===== src/rtl/swg_pkg.sv =====
package swg_pkg;

	localparam int SIG_BITS     = 16;
	localparam int SIG_DEPTH    = 256;
	localparam int SIG_IDX_BITS = 8;

	// exp(-1/16) in Q32, one step of the exponential recurrence
	localparam logic [63:0] EXP_STEP = 64'd4034748382;

	typedef logic [SIG_DEPTH-1:0][SIG_BITS-1:0] sig_rom_t;

	// Sigmoid table over [-8,8) in steps of 1/16, unsigned Q0.16.
	// Evaluated at elaboration; the quotient is a restoring division.
	function automatic sig_rom_t build_sig_rom();
		sig_rom_t    rom;
		logic [63:0] v;
		logic [63:0] den;
		logic [63:0] rem;
		logic [63:0] dsh;
		logic [16:0] q;
		logic [16:0] cq;
		rom = '0;
		v   = 64'h1_0000_0000;
		for (int k = 0; k <= 128; k++) begin
			den = 64'h1_0000_0000 + v;
			rem = (64'd1 << 48) + (den >> 1);
			q   = '0;
			for (int i = 16; i >= 0; i--) begin
				dsh = den << i;
				if (rem >= dsh) begin
					rem  = rem - dsh;
					q[i] = 1'b1;
				end
			end
			cq = 17'h1_0000 - q;
			if (k < 128)
				rom[128 + k] = q[SIG_BITS-1:0];
			if (k > 0)
				rom[128 - k] = cq[SIG_BITS-1:0];
			v = (v * EXP_STEP + 64'h8000_0000) >> 32;
		end
		return rom;
	endfunction

	localparam sig_rom_t SIG_ROM = build_sig_rom();

endpackage


===== src/rtl/swg_sigmoid_lut.sv =====
module swg_sigmoid_lut #(
	parameter int DATA_WIDTH = 16,
	parameter int FRAC_BITS  = 12
) (
	input  logic signed [DATA_WIDTH-1:0]   gate,
	output logic [swg_pkg::SIG_BITS-1:0]   sig
);
	import swg_pkg::*;

	localparam int EW = ((DATA_WIDTH > FRAC_BITS + 4) ? DATA_WIDTH : FRAC_BITS + 4) + 1;
	localparam logic signed [EW-1:0] SPAN = EW'(8) << FRAC_BITS;

	logic signed [EW-1:0]     ax;
	logic signed [EW-1:0]     off;
	logic [SIG_IDX_BITS-1:0]  idx;

	always_comb begin
		ax  = EW'(gate);
		off = ax + SPAN;
		// saturate below -8 and at or above +8
		if (ax < -SPAN) begin
			idx = '0;
		end else if (ax >= SPAN) begin
			idx = '1;
		end else begin
			idx = off[FRAC_BITS-4 +: SIG_IDX_BITS];
		end
		sig = SIG_ROM[idx];
	end

endmodule


===== src/rtl/swiglu_gate_forward_backward_core.sv =====
// SwiGLU gate core: one item per clock, five pipeline stages from input
// handshake to output register (sigmoid table, swish, derivative and the
// single products, partial products of the three-way gate gradient, then
// rounding and saturation). Throughput is one item per cycle whenever the
// output side takes results; stalls back up stage by stage and bubbles are
// squeezed out, so an empty stage still takes an item. tuser carries the
// action (0 forward, 1 backward). Forward returns swish(a)*b in primary_out
// and zero in value_grad; backward returns g*b*swish'(a) and g*swish(a).
// With gradient_disabled set, backward items are taken and dropped with no
// result. Write gradient_disabled only while the block holds no item.
module swiglu_gate_forward_backward_core #(
	parameter int DATA_WIDTH = 16,
	parameter int FRAC_BITS  = 12,
	localparam int IN_TDATA_W  = ((3 * DATA_WIDTH + 7) / 8) * 8,
	localparam int OUT_TDATA_W = ((2 * DATA_WIDTH + 7) / 8) * 8
) (
	input  logic                   clk,
	input  logic                   arst_n,
	input  logic                   cfg_wr_en,
	input  logic                   cfg_wr_data,     // gradient_disabled
	input  logic                   s_axis_tvalid,
	output logic                   s_axis_tready,
	input  logic [IN_TDATA_W-1:0]  s_axis_tdata,    // gate_in, value_in, upstream_grad
	input  logic                   s_axis_tuser,    // action
	output logic                   m_axis_tvalid,
	input  logic                   m_axis_tready,
	output logic [OUT_TDATA_W-1:0] m_axis_tdata     // primary_out, value_grad
);
	import swg_pkg::*;

	localparam int W     = DATA_WIDTH;
	localparam int SW_W  = W + 1;
	localparam int PA_W  = W + SIG_BITS + 1;
	localparam int OM_W  = ((SW_W > FRAC_BITS + 1) ? SW_W : FRAC_BITS + 1) + 1;
	localparam int T_W   = OM_W + SIG_BITS + 1;
	localparam int D_W   = OM_W + 1;
	localparam int M_W   = 2 * W + 2;
	localparam int P_W   = W + D_W;
	localparam int TOT_W = 2 * W + D_W + 1;

	localparam logic [PA_W:0]          RND16 = (PA_W + 1)'(1) << 15;
	localparam logic [T_W:0]           RNDT  = (T_W + 1)'(1) << 15;
	localparam logic signed [OM_W-1:0] ONE   = OM_W'(1) << FRAC_BITS;
	localparam logic [M_W-1:0]         RNDF  = M_W'(1) << (FRAC_BITS - 1);
	localparam logic [TOT_W-1:0]       RND2F = TOT_W'(1) << (2 * FRAC_BITS - 1);

	function automatic logic [W-1:0] sat_w(input logic big, input logic neg,
		input logic [W-1:0] q);
		logic [W-1:0] r;
		if (big) begin
			r = neg ? {1'b1, {(W-1){1'b0}}} : {1'b0, {(W-1){1'b1}}};
		end else begin
			r = neg ? -q : q;
		end
		return r;
	endfunction

	logic grad_dis_q;
	logic en1, en2, en3, en4, en5;
	logic in_acc;

	// stage 1
	logic                   vld_s1, act_s1;
	logic signed [W-1:0]    a_s1, b_s1, g_s1;
	logic [SIG_BITS-1:0]    sig_s1;
	logic [SIG_BITS-1:0]    sig_lut;
	// stage 2
	logic                   vld_s2, act_s2;
	logic signed [W-1:0]    b_s2, g_s2;
	logic [SIG_BITS-1:0]    sig_s2;
	logic signed [SW_W-1:0] sw_s2;
	// stage 3
	logic                   vld_s3, act_s3;
	logic [2*W:0]           mx_s3;
	logic                   mneg_s3;
	logic [2*W-1:0]         gb_s3;
	logic                   gbneg_s3;
	logic signed [D_W-1:0]  d_s3;
	// stage 4
	logic                   vld_s4, act_s4;
	logic [W-1:0]           mres_s4;
	logic                   gneg_s4;
	logic [P_W-1:0]         pl_s4, ph_s4;
	// stage 5
	logic                   vld_s5;
	logic [W-1:0]           prim_s5, vgrad_s5;

	// stage 2 logic
	logic signed [PA_W-1:0] pa;
	logic [PA_W-1:0]        pa_mag;
	logic [PA_W:0]          pa_sum;
	logic [SW_W-1:0]        sw_r;
	logic signed [SW_W-1:0] sw_c;

	// stage 3 logic
	logic signed [OM_W-1:0] om;
	logic signed [T_W-1:0]  tp;
	logic [T_W-1:0]         tp_mag;
	logic [T_W:0]           tp_sum;
	logic signed [D_W-1:0]  tp_r;
	logic signed [D_W-1:0]  d_c;
	logic signed [W-1:0]    sel;
	logic [SW_W-1:0]        sw_mag;
	logic [W-1:0]           sel_mag, g_mag, b_mag;

	// stage 4 logic
	logic [M_W-1:0]         m_sum;
	logic [M_W-1:0]         m_q;
	logic [D_W-1:0]         d_mag;

	// stage 5 logic
	logic [TOT_W-1:0]       g_tot;
	logic [TOT_W-1:0]       g_q;
	logic [W-1:0]           gate_res;

	assign en5 = !vld_s5 || m_axis_tready;
	assign en4 = !vld_s4 || en5;
	assign en3 = !vld_s3 || en4;
	assign en2 = !vld_s2 || en3;
	assign en1 = !vld_s1 || en2;

	assign s_axis_tready = en1;
	assign in_acc        = s_axis_tvalid && en1;

	swg_sigmoid_lut #(
		.DATA_WIDTH(DATA_WIDTH),
		.FRAC_BITS (FRAC_BITS)
	) u_sig (
		.gate(s_axis_tdata[W-1:0]),
		.sig (sig_lut)
	);

	always_comb begin
		pa     = a_s1 * $signed({1'b0, sig_s1});
		pa_mag = pa[PA_W-1] ? -pa : pa;
		pa_sum = {1'b0, pa_mag} + RND16;
		sw_r   = pa_sum[16 +: SW_W];
		sw_c   = pa[PA_W-1] ? -$signed(sw_r) : $signed(sw_r);
	end

	always_comb begin
		// swish' = swish + sigmoid * (1 - swish)
		om      = ONE - OM_W'(sw_s2);
		tp      = $signed({1'b0, sig_s2}) * om;
		tp_mag  = tp[T_W-1] ? -tp : tp;
		tp_sum  = {1'b0, tp_mag} + RNDT;
		tp_r    = $signed(tp_sum[16 +: D_W]);
		d_c     = D_W'(sw_s2) + (tp[T_W-1] ? -tp_r : tp_r);
		sel     = act_s2 ? g_s2 : b_s2;
		sw_mag  = sw_s2[SW_W-1] ? -sw_s2 : sw_s2;
		sel_mag = sel[W-1] ? -sel : sel;
		g_mag   = g_s2[W-1] ? -g_s2 : g_s2;
		b_mag   = b_s2[W-1] ? -b_s2 : b_s2;
	end

	always_comb begin
		m_sum = M_W'(mx_s3) + RNDF;
		m_q   = m_sum >> FRAC_BITS;
		d_mag = d_s3[D_W-1] ? -d_s3 : d_s3;
	end

	always_comb begin
		g_tot    = (TOT_W'(ph_s4) << W) + TOT_W'(pl_s4) + RND2F;
		g_q      = g_tot >> (2 * FRAC_BITS);
		gate_res = sat_w(|g_q[TOT_W-1:W-1], gneg_s4, g_q[W-1:0]);
	end

	always_ff @(posedge clk or negedge arst_n) begin
		if (!arst_n) begin
			grad_dis_q <= 1'b0;
			vld_s1     <= 1'b0;
			vld_s2     <= 1'b0;
			vld_s3     <= 1'b0;
			vld_s4     <= 1'b0;
			vld_s5     <= 1'b0;
		end else begin
			if (cfg_wr_en)
				grad_dis_q <= cfg_wr_data;
			// drop backward items while gradients are disabled
			if (en1)
				vld_s1 <= in_acc && !(s_axis_tuser && grad_dis_q);
			if (en2)
				vld_s2 <= vld_s1;
			if (en3)
				vld_s3 <= vld_s2;
			if (en4)
				vld_s4 <= vld_s3;
			if (en5)
				vld_s5 <= vld_s4;
		end
	end

	always_ff @(posedge clk) begin
		if (en1) begin
			act_s1 <= s_axis_tuser;
			a_s1   <= s_axis_tdata[W-1:0];
			b_s1   <= s_axis_tdata[2*W-1:W];
			g_s1   <= s_axis_tdata[3*W-1:2*W];
			sig_s1 <= sig_lut;
		end
		if (en2) begin
			act_s2 <= act_s1;
			b_s2   <= b_s1;
			g_s2   <= g_s1;
			sig_s2 <= sig_s1;
			sw_s2  <= sw_c;
		end
		if (en3) begin
			act_s3   <= act_s2;
			mx_s3    <= (2 * W + 1)'(sw_mag) * (2 * W + 1)'(sel_mag);
			mneg_s3  <= sw_s2[SW_W-1] ^ sel[W-1];
			gb_s3    <= (2 * W)'(g_mag) * (2 * W)'(b_mag);
			gbneg_s3 <= g_s2[W-1] ^ b_s2[W-1];
			d_s3     <= d_c;
		end
		if (en4) begin
			act_s4  <= act_s3;
			mres_s4 <= sat_w(|m_q[M_W-1:W-1], mneg_s3, m_q[W-1:0]);
			gneg_s4 <= gbneg_s3 ^ d_s3[D_W-1];
			pl_s4   <= P_W'(gb_s3[W-1:0]) * P_W'(d_mag);
			ph_s4   <= P_W'(gb_s3[2*W-1:W]) * P_W'(d_mag);
		end
		if (en5) begin
			prim_s5  <= act_s4 ? gate_res : mres_s4;
			vgrad_s5 <= act_s4 ? mres_s4 : '0;
		end
	end

	assign m_axis_tvalid = vld_s5;
	assign m_axis_tdata  = OUT_TDATA_W'({vgrad_s5, prim_s5});

endmodule


===== config.mk =====
export PLATFORM = sky130hd
export DESIGN_NAME = swiglu_gate_forward_backward_core
export DESIGN_NICKNAME = d
export VERILOG_FILES = /design/src/rtl/swg_pkg.sv /design/src/rtl/swg_sigmoid_lut.sv /design/src/rtl/swiglu_gate_forward_backward_core.sv
export SDC_FILE = /design/constraint.sdc
export NUM_CORES = 2
export LEC_CHECK = 0
export BUFFER_PORTS_ARGS = -buffer_cell sky130_fd_sc_hd__buf_2
export CORE_UTILIZATION = 35
export CTS_CLUSTER_SIZE = 30
export DETAILED_ROUTE_END_ITERATION = 10
export SLEW_MARGIN = 25
export SYNTH_ARGS = -nofsm -noshare
export SYNTH_HDL_FRONTEND = slang
export SYNTH_SLANG_ARGS = --single-unit

===== constraint.sdc =====
create_clock -name clk -period 17.7 [get_ports clk]
set_input_delay 0.885 -clock clk [delete_from_list [all_inputs] [get_ports clk]]
set_output_delay 0.885 -clock clk [all_outputs]
set_load 0.1 [all_outputs]

# Word level (Yosys, flattened, before mapping)
# Memories as Yosys holds them, arrays and structs flattened. A register that Yosys moved wholly into a read port is not among the register bits.
# Index checks and enable logic that the tools add are counted.
[totals]
ff_bits = 328
mem_bits_ro = 4096
in_bits = 55
out_inout_bits = 34
elab_cells = 94
n_memories = 1
[op_classes]
n_addsub = 19
n_mul = 6
order_cmp = 2
mux = 19
bitwise = 3
n_reduce_logical = 16
[memory_table]
columns = ["memory", "words", "width", "read_ports", "rd_clocked_by_memory_dff", "wr", "line_no", "rtl"]
rows = [
  ["(no name shown)", 256, 16, 1, 1, 0, "swg_sigmoid_lut.sv:28", "sig = SIG_ROM[idx];"],
]
[ops]
columns = ["op", "count"]
rows = [
  ["16-bit two-way mux", 11],
  ["16-bit negation", 5],
  ["16-bit by 19-bit multiplier with 35-bit output", 2],
  ["51-bit by 35-bit adder with 52-bit output", 1],
  ["52-bit by 24-bit adder with 52-bit output (second input constant)", 1],
  ["19-bit two-way mux", 2],
  ["19-bit negation", 2],
  ["35-bit by 16-bit adder with 35-bit output (second input constant)", 1],
  ["17-bit by 18-bit multiplier with 35-bit output", 1],
  ["35-bit two-way mux", 1],
  ["35-bit negation", 1],
  ["33-bit by 12-bit adder with 34-bit output (second input constant)", 1],
  ["17-bit two-way mux", 2],
  ["17-bit negation", 2],
  ["33-bit by 16-bit adder with 33-bit output (second input constant)", 1],
  ["16-bit by 17-bit multiplier with 33-bit output", 1],
  ["17-bit by 16-bit multiplier with 33-bit output", 1],
  ["33-bit two-way mux", 1],
  ["33-bit negation", 1],
  ["16-bit by 16-bit multiplier with 32-bit output", 1],
  ["17-bit by 19-bit adder with 19-bit output", 1],
  ["14-bit by 17-bit subtractor with 18-bit output (first input constant)", 1],
  ["16-bit by 17-bit >= comparator with 1-bit output (second input constant)", 1],
  ["16-bit adder (second input constant)", 1],
  ["8 further kinds", 22],
]

# Logic depth before layout (Yosys ltp)
[logic_depth]
depth_word = 8
ltp_mapped = 62
depth_no_buf = 57

# Modules after synthesis
# From an unflattened synthesis, not the netlist that was laid out.
[hier_totals]
hier_cells = 8735
area_unflattened_um2 = 77888.5
[by_module_without_submodules]
columns = ["mod", "n_inst", "cells_each", "area_per_inst_um2", "seq_area_each_um2"]
rows = [
  ["swiglu_gate_forward_backward_core", 1, 8090, 73986.0, 9489.1],
  ["swg_sigmoid_lut", 1, 645, 3902.5, 0.0],
]

# Least setup slack after synthesis
# No wires, ideal clock.
[synth_path]
path_type = "flip-flop to flip-flop"
from = "register sw_s2[0]"
to = "register d_s3[18] (data pin)"
setup_time_ps = 259
arrival_time_ps = 13231
required_time_ps = 17441
setup_slack_ps = 4210
stages_incl_launch_ff = 59
path_buffers = 7
synth_period_minus_slack_ps = 13490
cell_sequence = "edfxtp_1 bufbuf_16 or3_1 or3_1 or3_1 or3_1 or3_1 or2_2 nand2_1 a21oi_1 clkbuf_1 nand2_1 inv_1 fa_1 fa_1 clkbuf_1 xnor2_1 xnor2_1 [... 23 more ...] fa_1 a21o_1 a21oi_1 o21bai_1 a21oi_1 o21bai_1 a21oi_1 o21bai_1 a21oi_1 o21bai_1 a31o_2 a21oi_1 nor2b_1 o21ai_0 a21oi_1 xor2_1 xnor2_1 xnor2_1"
[synth_via]
elab_chain_len = 8
[synth_lines]
columns = ["element", "line_no", "rtl"]
rows = [
  ["start, declared", "swiglu_gate_forward_backward_core.sv:71", "logic signed [SW_W-1:0] sw_s2;"],
  ["start signal, assigned", "swiglu_gate_forward_backward_core.sv:206", "sw_s2 <= sw_c;"],
  ["14-bit by 17-bit subtractor with 18-bit output", "swiglu_gate_forward_backward_core.sv:143", "om = ONE - OM_W'(sw_s2);"],
  ["17-bit by 18-bit multiplier with 35-bit output", "swiglu_gate_forward_backward_core.sv:144", "tp = $signed({1'b0, sig_s2}) * om;"],
  ["35-bit negation", "swiglu_gate_forward_backward_core.sv:145", "tp_mag = tp[T_W-1] ? -tp : tp;"],
  ["35-bit two-way mux", "swiglu_gate_forward_backward_core.sv:145", ""],
  ["35-bit by 16-bit adder with 35-bit output", "swiglu_gate_forward_backward_core.sv:146", "tp_sum = {1'b0, tp_mag} + RNDT;"],
  ["19-bit negation", "swiglu_gate_forward_backward_core.sv:148", "d_c = D_W'(sw_s2) + (tp[T_W-1] ? -tp_r : tp_r);"],
  ["19-bit two-way mux", "swiglu_gate_forward_backward_core.sv:148", ""],
  ["17-bit by 19-bit adder with 19-bit output *", "swiglu_gate_forward_backward_core.sv:148", ""],
  ["via d_c[18]", "swiglu_gate_forward_backward_core.sv:101", "logic signed [D_W-1:0] d_c;"],
  ["end signal, assigned", "swiglu_gate_forward_backward_core.sv:214", "d_s3 <= d_c;"],
  ["end, declared", "swiglu_gate_forward_backward_core.sv:78", "logic signed [D_W-1:0] d_s3;"],
]
# The timed path passes the listed nets; every way through them passes the cells marked *.
# A chain may end at the register's enable or synchronous reset.

# Final worst setup path
# Ends and elaborated chain as after synthesis.

==> metrics <==
crit end category=flip-flop; Root Buffer=clkbuf_16; clk_lat worst skew=0.64 ns; Worst Skew=0.03715 ns; Async SR Flop Fraction=0.01893; Distinct cells, synth=127; worst slew pin tran=1.092 ns; status=finished, final reports clean; slowest CP cell=xor2_2; Reg clk slew, reported paths=0.06 ns; die area=223100 sq um; RSZ-0062 raised after global routing=no; Reg2Reg Depth=55; I/O Pins=89; area grow syn2layout=6.998%; largest net degree at the start of global routing=75; top cells by area, synth=fa_1 (35%), edfxtp_1 (12%), ha_1 (12%), inv_1 (8.1%), nand2_1 (6.4%); Post-Syn Instances=8733; detailed-route via count=59840; max-cap violation count=0; reg2reg setup slack=2.86 ns; drt drc=0; syn nets=10860; crit path kind=reg2reg; die height=472.4 um; Detailed Route WL=222.0 mm; top_reg_cell synth=edfxtp_1; Tightest Hold Check Type=in2async; cell repeated most along the worst path=fa_1; First-pass DRT Iterations=6; Post-synth top cells=inv_1 (1662), fa_1 (1354), nand2_1 (1325); TritonCTS buffer count=42; crit path max fanout=30; R2R Path Start=sw_s2[0]; GRT Util Overall=0.1998; FP Rows=172; Period minus WS final=14.84 ns; first-pass GRT wire length=353.8 mm; sequential share of the synthesized area=0.1225; Crit path largest cell delay=0.83 ns; # nets final=10730; # resized after CTS=0; post-synth top area share=0.3501; core area=219700 sq um; CP arrival=15.23 ns; hold_buf cts=0; Worst R2R End=d_s3[18]; Die W=472.4 um; DR WL/cell=19.15 um; Max Freq=67.40 MHz; vias in the first global route=63170; endpoints failing hold=0; DRT antenna net count=0; cell with the most instances after synthesis=inv_1; Netlist Area Pre-Place=77430 sq um; share of cells above drive strength 1=0.05257; hpwl dp=171.5 mm; Max-slew headroom=0.2693; Critical Path Source Type=flip-flop; Post-Syn Area per Cell=8.867 sq um; register bit total from synthesis=317; WP data required=18.09 ns; Post-CTS Repair Setup Buffers=0; initial DRC count=4565; fin. max-slew vios=0; Synth warnings=0; fin cells=11600; Clock Path Buffers=3; Cells after DPL=11520; Post-synth EDFFs=311; PortBufs=88; initial antenna violation count=8; Setup-failing EPs final=0; gpl congestion=0.9365; Final period util=0.8383; initial core utilization=0.3524; CTS tree=built; Vias/cell=5.161; total negative slack=0 ns; CTS sink count=317; Synth area leader=fa_1; CTS H-Tree Depth=2; Congestion Overflow GR=0
## per-layer routing
| metal | GRT usage | wire [um] | vias up |
|---|---|---|---|
| li1 | - | - | 27180 |
| met1 | 0.2700 | 97430 | 30110 |
| met2 | 0.3287 | 102600 | 2119 |
| met3 | 0.03285 | 15550 | 419 |
| met4 | 0.05531 | 6371 | 6 |
| met5 | 0 | 38 | - |
## layout make-up
cell class	instances	area, sq um
diodes	1	2.502
clock buffers	48	1084
clock inverters	30	390.4
fillers	21940	136900
inverters	1668	6261
multi-input cells	6341	60380
flip-flops and latches	317	9489
well taps	2958	3701
repair buffers	232	1544
## worst max-delay path by stage
stage | endpoint | cells past startpoint | slack (ns) | from
global placement | d_s3[18] | 55 | 3.15 | sw_s2[0]
finish | d_s3[18] | 55 | 2.86 | sw_s2[0]
CTS | d_s3[18] | 55 | 2.89 | sw_s2[0]
detailed placement | d_s3[18] | 55 | 2.96 | sw_s2[0]
floorplan | d_s3[18] | 58 | 4.21 | sw_s2[0]
global route | d_s3[18] | 56 | 1.94 | sw_s2[0]
## cell families (layout without fill, tap and decap cells)
kind of cell             count (synthesis)  count (layout)  share of synthesized area
AND/OR/NAND/NOR                       2835            2835                     0.1724
buffers and inverters                 2075            1978                     0.1023
adder cells (fa/ha/maj)               2071            2071                     0.4658
AO/OA/AOI/OAI                         1002            1002                    0.08562
XOR/XNOR                               383             383                    0.04359
flip-flops                             317             317                     0.1225
multiplexers                            50              50                   0.007740
other                                    0               1                          0
## metrics by stage
| step | hold WS [ns] | instance area [sq um] | util | setup slack, ns |
|---|---|---|---|---|
| final | 0.1822 | 82850 | 0.3771 | 2.862 |
| after global routing | 0.1571 | 82850 | 0.3771 | 1.940 |
| after CTS | 0.1718 | 82810 | 0.3769 | 2.893 |
| after detailed placement | 0.4057 | 81330 | 0.3702 | 2.960 |
| after global placement | 0.4017 | 81280 | 0.3699 | 3.154 |
| after floorplan | 0.4003 | 77430 | - | 4.210 |
## cells in the final DEF (no fill, tap or decap), types with 230 or more instances in the layout
cell type / synthesis / final
o21ai_0: 230 / 230
fa_1: 1354 / 1354
nor2_1: 413 / 412
nand2_1: 1325 / 1323
inv_1: 1662 / 1661
ha_1: 714 / 714
edfxtp_1: 311 / 311
xnor2_1: 262 / 237
a21oi_1: 237 / 237
and2_1: 513 / 513
## state kept, by name (all words and copies together), names as in the netlist, 16 cells and up
name,flops
a_s1,16
b_s1,16
b_s2,16
d_s3,19
g_s1,16
g_s2,16
gb_s3,32
mres_s4,16
mx_s3,22
ph_s4,35
pl_s4,19
prim_s5,16
sig_s1,16
sig_s2,16
sw_s2,17
vgrad_s5,16
## worst max-delay path, delay by kind of cell, from the launching register on
| family | cells | cell delay, ns |
|---|---|---|
| xor+xnor | 7 | 1.83 |
| buf+inv | 5 | 0.68 |
| fa+ha+maj | 10 | 4.46 |
| simple gates | 15 | 3.78 |
| compound gates | 18 | 3.44 |
| flops | 1 | 0.35 |
Power is not shown: default switching activity piles up to over one toggle a cycle in this logic, so the estimate is an artifact.
